==> src/rtl/core/cfe_pkg.sv <==
// ----------------------------------------------------------------------------
// cfe_pkg
// shared constants and types of the cuckoo filter engine
// ----------------------------------------------------------------------------
`default_nettype none

package cfe_pkg;

   // filter geometry (bucket count is a power of two)
   localparam int BUCKETS     = 1024;
   localparam int WAYS        = 4;
   localparam int FP_BITS     = 8;
   localparam int BUCKET_BITS = $clog2(BUCKETS);
   localparam int WAY_BITS    = (WAYS > 1) ? $clog2(WAYS) : 1;
   localparam int WORD_BITS   = WAYS * FP_BITS;

   // request fields
   localparam int MODE_BITS = 2;
   localparam int KEY_BITS  = 64;
   localparam int FP_LSB    = 32;

   localparam logic [MODE_BITS-1:0] MODE_LOOKUP = 2'd0;
   localparam logic [MODE_BITS-1:0] MODE_INSERT = 2'd1;
   localparam logic [MODE_BITS-1:0] MODE_DELETE = 2'd2;

   // alternate bucket hash multiplier and victim lfsr seed
   localparam logic [31:0] ALT_MULT  = 32'h5bd1_e995;
   localparam logic [15:0] LFSR_SEED = 16'hACE1;

   // register file
   localparam int LOG2_BITS      = 4;
   localparam int KICK_BITS      = 10;
   localparam int CSR_INDEX_BITS = 2;
   localparam int CSR_DATA_BITS  = 10;

   localparam logic [CSR_INDEX_BITS-1:0] CSR_BUCKET_LOG2 = 2'd0;
   localparam logic [CSR_INDEX_BITS-1:0] CSR_MAX_KICKS   = 2'd1;

   localparam logic [LOG2_BITS-1:0] BUCKET_LOG2_RESET = 4'd10;
   localparam logic [KICK_BITS-1:0] MAX_KICKS_RESET   = 10'd256;

   typedef struct packed {
      logic [LOG2_BITS-1:0] bucket_log2;
      logic [KICK_BITS-1:0] max_kicks;
   } cfg_type;

   typedef struct packed {
      logic                found;
      logic [WAY_BITS-1:0] slot;
   } slot_find_type;

endpackage

`default_nettype wire

==> src/rtl/core/cfe_csr.sv <==
// ----------------------------------------------------------------------------
// cfe_csr
// configuration registers: bucket count and kick limit
// ----------------------------------------------------------------------------
`default_nettype none

module cfe_csr (
   input  wire logic                                clock,
   input  wire logic                                reset,
   input  wire logic                                csr_valid,
   output logic                                     csr_ready,
   input  wire logic [cfe_pkg::CSR_INDEX_BITS-1:0]  csr_index,
   input  wire logic [cfe_pkg::CSR_DATA_BITS-1:0]   csr_wdata,
   output cfe_pkg::cfg_type                         cfg
);

   cfe_pkg::cfg_type cfg_ff;
   cfe_pkg::cfg_type cfg_in;

   always_comb begin
      cfg_in = cfg_ff;
      if (csr_valid) begin
         unique case (csr_index)
            cfe_pkg::CSR_BUCKET_LOG2: begin
               cfg_in.bucket_log2 = csr_wdata[cfe_pkg::LOG2_BITS-1:0];
            end
            cfe_pkg::CSR_MAX_KICKS: begin
               cfg_in.max_kicks = csr_wdata[cfe_pkg::KICK_BITS-1:0];
            end
            default: begin
               // writes beyond the register list are dropped
               cfg_in = cfg_ff;
            end
         endcase
      end
   end

   always_ff @(posedge clock) begin
      if (reset) begin
         cfg_ff.bucket_log2 <= cfe_pkg::BUCKET_LOG2_RESET;
         cfg_ff.max_kicks   <= cfe_pkg::MAX_KICKS_RESET;
      end else begin
         cfg_ff <= cfg_in;
      end
   end

   assign csr_ready = 1'b1;
   assign cfg       = cfg_ff;

endmodule

`default_nettype wire

==> config.mk <==
export PLATFORM = sky130hd
export DESIGN_NAME = cfe_csr
export DESIGN_NICKNAME = d
export VERILOG_FILES = /design/src/rtl/core/cfe_pkg.sv /design/src/rtl/core/cfe_csr.sv
export SDC_FILE = /design/constraint.sdc
export NUM_CORES = 1
export LEC_CHECK = 0
export ABC_AREA = 1
export BUFFER_PORTS_ARGS = -buffer_cell sky130_fd_sc_hd__clkbuf_2
export CELL_PAD_IN_SITES_DETAIL_PLACEMENT = 0
export CELL_PAD_IN_SITES_GLOBAL_PLACEMENT = 2
export CORE_MARGIN = 5
export CORE_UTILIZATION = 21
export CTS_CLUSTER_SIZE = 16
export DETAILED_ROUTE_END_ITERATION = 10
export PLACE_DENSITY = 0.77
export SYNTH_ARGS = -nofsm -noshare
export SYNTH_HDL_FRONTEND = slang
export SYNTH_SLANG_ARGS = --single-unit
==> constraint.sdc <==
create_clock -name clock -period 0.8 [get_ports clock]
set_input_delay 0.08 -clock clock [delete_from_list [all_inputs] [get_ports clock]]
set_output_delay 0.08 -clock clock [all_outputs]
set_load 0.01 [all_outputs]
==> results.sh, run 1 <==
export IMPL_routedWlPerCell_um=9.403
export IMPL_largest_register_ffs=14
export IMPL_num_nets_final=135
export IMPL_finalSetupViolCount=0
export IMPL_clk_latency_ns=0.26
export IMPL_grt_pass1_vias=604
export IMPL_start_kind="flip-flop"
export IMPL_cpMaxStageDelayCell="dfxtp_2"
export IMPL_drc=0
export IMPL_required_ns=0.72
export IMPL_cap_viol_max_count=0
export IMPL_final_cell_area_um2=899.6
export IMPL_slew_viol_final=0
export IMPL_gp_congestion=0.6783
export IMPL_drt_iter0_drc=4
export IMPL_wl_mm=1.401
export IMPL_preCtsSetupSlack_ns=-0.003709
export IMPL_start_util=0.2196
export IMPL_ys_types=12
export IMPL_cpLargestDelayFamily="flip-flops"
export IMPL_core_um2=2758
export IMPL_die_area_um2=4058
export IMPL_synth_area_leaders="dfxtp_1, nand2_1, nor2_1"
export IMPL_hold_class="input pin to flip-flop"
export IMPL_worstPathArrival_ns=0.71
export IMPL_hold_viol=0
export IMPL_synth_avg_cell_area_um2=6.882
export IMPL_cts_buffers=3
export IMPL_critical_path_class="flip-flop to output port"
export IMPL_synth_adder_area_share=0
export IMPL_synth_top_area_frac=0.4628
export IMPL_diodes=0
export IMPL_ys_ff_latch=14
export IMPL_area_delta_synth_final_pct=48.55
export IMPL_cts_tree="done"
export IMPL_yosysWarnings=0
export IMPL_cts_htree_levels=1
export IMPL_finalWorstSetupSlack_ns=0.007088
export IMPL_grt_overflow_total=0
export IMPL_postCtsSetupRepairBufs=0
export IMPL_synthMuxAreaShare=0
export IMPL_viasPerCell=4.054
export IMPL_cts_root_buf="clkbuf_4"
export IMPL_cellPowerDensity_nw_per_um2=1552
export IMPL_cts_sinks=14
export IMPL_dpl_cell_area_um2=772.0
export IMPL_synth_simple_area_share=0.3760
export IMPL_synth_area_um2=605.6
export IMPL_cp_buffers_inverters=1
export IMPL_antenna_found_initial=0
export IMPL_slowest_delay_ns=0.33
export IMPL_clockBufferDepth=2
export IMPL_leakagePower_nw=0.4871
export IMPL_min_period_ns=0.7929
export IMPL_yosys_area_top_type="dfxtp_1"
export IMPL_synthCells=88
export IMPL_grt_max_degree=20
export IMPL_syn_num_nets=103
export IMPL_period_share=0.9911
export IMPL_peakVddDrop_mv=0.8474
export IMPL_ant_nets=0
export IMPL_fin_worst_skew_ns=0
export IMPL_fmax_ghz=1.261
export IMPL_synth_xor_area_frac=0
export IMPL_portBuffers=28
export IMPL_yosysSeqAreaShare=0.4628
export IMPL_synth_compound_area_share=0.01653
export IMPL_io_pins=30
export IMPL_synth_top_family_by_area="simple AND/OR/NAND/NOR gates"
export IMPL_drive_gt1_frac=0.4153
export IMPL_drt_first_pass_iters=2
export IMPL_row_count=19
export IMPL_crit_path_end_kind="output port"
export IMPL_vias=604
export IMPL_clkTransAtPathRegs_ns=0.08
export IMPL_fp_dieW_um=63.70
export IMPL_dp_hpwl_mm=1.077
export IMPL_grt_pass1_wl_mm=2.435
export IMPL_grt_usage=0.07446
export IMPL_dieHeight_um=63.70
export IMPL_n_fill_cell=322
export IMPL_worst_path_max_fanout=2
export IMPL_status="finished, final reports clean"
export IMPL_rsz0062_at_grt="true"
export IMPL_path_cells="buf_6"
[metrics by stage]
stage | total power (W) | TNS [ns] | hold WS, ns | utilization | std cells
floorplan | 0.0008932 | 0 | 0.2149 | - | 88
global placement | 0.0009847 | 0 | 0.3061 | 0.2799 | 146
detailed placement | 0.0009865 | -0.003709 | 0.3122 | 0.2799 | 146
CTS | 0.001383 | -0.2093 | 0.02892 | 0.2945 | 149
global route | 0.001488 | -0.2436 | 0.03696 | 0.3262 | 149
finish | 0.001396 | 0 | 0.03426 | 0.3262 | 149
[path summary, 6_finish.rpt]
kind,startpoint,to,slack [ns],cells past startpoint
max reg2reg,cfg[1],cfg[1],0.18,4
min reg2reg,cfg[8],cfg[8],0.47,2
max,cfg[13],cfg[13],0.007,1
min,csr_wdata[5],cfg[5],0.03,3
[cell families (layout without fill, tap and decap cells)]
logic type | after synthesis | after routing
buffers and inverters | 17 | 47
DFF | 14 | 14
other | 1 | 1
and+or+nand+nor | 54 | 54
AOI/OAI and AO/OA | 2 | 2
[Yosys cell counts (all sizes together)]
master / count
a21oi: 2
buf: 4
conb: 1
dfxtp: 14
inv: 13
nand2: 24
nand3: 8
nand4: 1
nor2: 21
[what timing repair did]
item                                    CTS  global route
cloned                                    0             0
gates resized for setup                  14            29
endpoints found under the setup margin   14            14
hold buffers                              0             0
endpoints found under the hold margin     0             0
[report_power, final]
group          internal (W)  total, W  leakage, nW  switching [W]
registers          0.000741  0.000765        0.118      0.0000246
clock network      0.000174  0.000377       0.0138       0.000203
logic              0.000133  0.000254        0.355       0.000121
[layout make-up]
type                            instances  area (µm²)  area share
Inverter                               13       48.80     0.05424
Sequential cell                        14       297.8      0.3310
Clock buffer                            3       22.52     0.02503
Timing Repair Buffer                   31       250.2      0.2782
Tap cell                               31       38.79     0.04312
Multi-Input combinational cell         57       241.5      0.2684
[per-layer routing]
metal | GRT usage | vias up | routed length [µm]
met5 | 0 | - | 0
met4 | 0.03117 | 0 | 10
met3 | 0.02664 | 2 | 114
met2 | 0.1244 | 15 | 689
met1 | 0.08538 | 268 | 587
li1 | - | 319 | -
[cells in the final DEF, fill, tap and decap left out]
master	synthesis	routed
nand4_1	1	1
nand3_4	1	1
clkbuf_2	0	14
nand2_1	24	24
buf_4	1	3
conb_1	1	1
buf_6	2	14
dfxtp_2	0	14
clkbuf_4	0	3
nand3_1	7	7
nor2_1	21	21
a21oi_1	2	2
inv_1	13	13
[worst min-delay path, cell delays in order]
cell and delay (ns):
clkbuf_2 0.08, nor2_1 0.03, nor2_1 0.08
No activity file was read; power rests on OpenSTA's default activity.
==> inputs of run 2 (changes only) <==
--- a/config.mk
+++ b/config.mk
@@ -9,7 +9,7 @@
 export BUFFER_PORTS_ARGS = -buffer_cell sky130_fd_sc_hd__clkbuf_2
 export CELL_PAD_IN_SITES_DETAIL_PLACEMENT = 0
 export CELL_PAD_IN_SITES_GLOBAL_PLACEMENT = 2
-export CORE_MARGIN = 5
+export CORE_MARGIN = 10
 export CORE_UTILIZATION = 21
 export CTS_CLUSTER_SIZE = 16
 export DETAILED_ROUTE_END_ITERATION = 10
==> run 2 against run 1 <==
Count of clock-buffer cells in the layout stayed put. The run now ends with negative setup slack left. Critical path type unchanged. Hold slack lost 0.0066 ns. Core utilization up 0.41 points.
==> results.sh, run 2 (synthesized netlist as in run 1, its figures left out) <==
export IMPL_status="finished, violations left"
export IMPL_failed_checks="negative setup slack"
export IMPL_cellPowerDensity_nw_per_um2=1569
export IMPL_holdPathStages=3
export IMPL_required_ns=0.72
export IMPL_drive_gt1_frac=0.4202
export IMPL_cts_htree_levels=1
export IMPL_grt_max_degree=20
export IMPL_cpMaxStageDelayCell="dfxtp_2"
export IMPL_worst_path_max_fanout=2
export IMPL_start_kind="flip-flop"
export IMPL_wl_mm=1.667
export IMPL_largest_register_ffs=14
export IMPL_hold_class="input pin to flip-flop"
export IMPL_grt_usage=0.06699
export IMPL_area_delta_synth_final_pct=50.41
export IMPL_preCtsSetupSlack_ns=-0.01690
export IMPL_vias=606
export IMPL_start_util=0.2196
export IMPL_finalWorstSetupSlack_ns=-0.01984
export IMPL_finalSetupViolCount=7
export IMPL_peakVddDrop_mv=0.9132
export IMPL_path_cells="buf_8"
export IMPL_cpLargestDelayFamily="flip-flops"
export IMPL_grt_pass1_vias=661
export IMPL_cts_tree="done"
export IMPL_ant_nets=0
export IMPL_drt_first_pass_iters=6
export IMPL_drt_iter0_drc=24
export IMPL_fmax_ghz=1.220
export IMPL_cts_buffers=3
export IMPL_cp_buffers_inverters=1
export IMPL_fp_dieW_um=73.70
export IMPL_cts_sinks=14
export IMPL_row_count=19
export IMPL_routedWlPerCell_um=11.11
export IMPL_gp_congestion=0.6435
export IMPL_diodes=0
export IMPL_die_area_um2=5432
export IMPL_n_fill_cell=324
export IMPL_layout_commonest_cell="nand2_1"
export IMPL_cap_viol_max_count=0
export IMPL_clockBufferDepth=2
export IMPL_hold_viol=0
export IMPL_cts_hold_buf=0
export IMPL_drc=0
export IMPL_core_um2=2758
export IMPL_grt_overflow_total=0
export IMPL_crit_path_end_kind="output port"
export IMPL_viasPerCell=4.040
export IMPL_cp_num_cells=1
export IMPL_slew_viol_final=0
export IMPL_slowest_delay_ns=0.36
export IMPL_worstPathArrival_ns=0.74
export IMPL_min_period_ns=0.8198
export IMPL_dp_hpwl_mm=1.252
export IMPL_fin_setup_tns_ns=-0.04548
export IMPL_reg2reg_depth=5
export IMPL_mostFrequentLayoutCells="nand2_1, nor2_1, dfxtp_2, clkbuf_2"
export IMPL_period_share=1.025
export IMPL_antenna_found_initial=0
export IMPL_num_nets_final=136
export IMPL_io_pins=30
export IMPL_critical_path_class="flip-flop to output port"
export IMPL_fin_worst_skew_ns=0
export IMPL_portBuffers=28
export IMPL_cts_root_buf="clkbuf_4"
export IMPL_leakagePower_nw=0.4940
export IMPL_rsz0062_at_grt="true"
export IMPL_clk_latency_ns=0.27
export IMPL_clkTransAtPathRegs_ns=0.09
export IMPL_grt_pass1_wl_mm=2.884
export IMPL_dieHeight_um=73.70
-- run 2: changes by cell type in the layout (fill, tap and decap cells not counted) --
| cell | before | now |
|---|---|---|
| buf_4 | 3 | 4 |
| buf_6 | 14 | 13 |
| buf_8 | 0 | 1 |
-- run 2: worst paths after layout --
path | from | end | slack [ns]
setup reg to reg | cfg[6] | cfg[6] | 0.06
hold reg to reg | cfg[8] | cfg[8] | 0.47
setup / recovery | cfg[11] | cfg[11] | -0.02
hold / removal | csr_wdata[4] | cfg[4] | 0.03
-- run 2: what timing repair did --
action | in CTS | in global routing
setup buffers | 0 | 1
endpoints found under the setup margin | 14 | 14
gates resized for setup | 15 | 27
-- run 2: power by group --
group / leakage, nW / total (W) / switching (W) / internal (W)
combinational: 0.362 / 0.000265 / 0.000127 / 0.000138
sequential: 0.118 / 0.000766 / 0.0000252 / 0.000741
clock: 0.0138 / 0.000398 / 0.000224 / 0.000174
-- run 2: area by class of cell --
class	count	area (µm²)	area share
sequential	14	297.8	0.3269
timing repair buffer	32	261.5	0.2871
multi-input combinational	57	241.5	0.2651
inverter	13	48.80	0.05357
tap	31	38.79	0.04258
clock buffer	3	22.52	0.02473
-- run 2: metrics by stage --
stage               cells  cell area, µm²  hold WS [ns]    util  total power, W
finish                150           910.9       0.02764  0.3303        0.001429
floorplan              88           605.6        0.2149       -       0.0008932
CTS                   149           820.8       0.01471  0.2976        0.001419
global placement      146           772.0        0.3078  0.2799       0.0009862
global route          150           910.9       0.02430  0.3303        0.001546
detailed placement    146           772.0        0.3153  0.2799       0.0009900
-- run 2: routing by layer --
metal | vias to the layer above | share of wire | GRT usage
met4 | 0 | 0 | 0.03106
met5 | - | 0 | 0
met3 | 0 | 0.13 | 0.04307
met2 | 20 | 0.43 | 0.1004
li1 | 324 | - | -
met1 | 262 | 0.44 | 0.07198
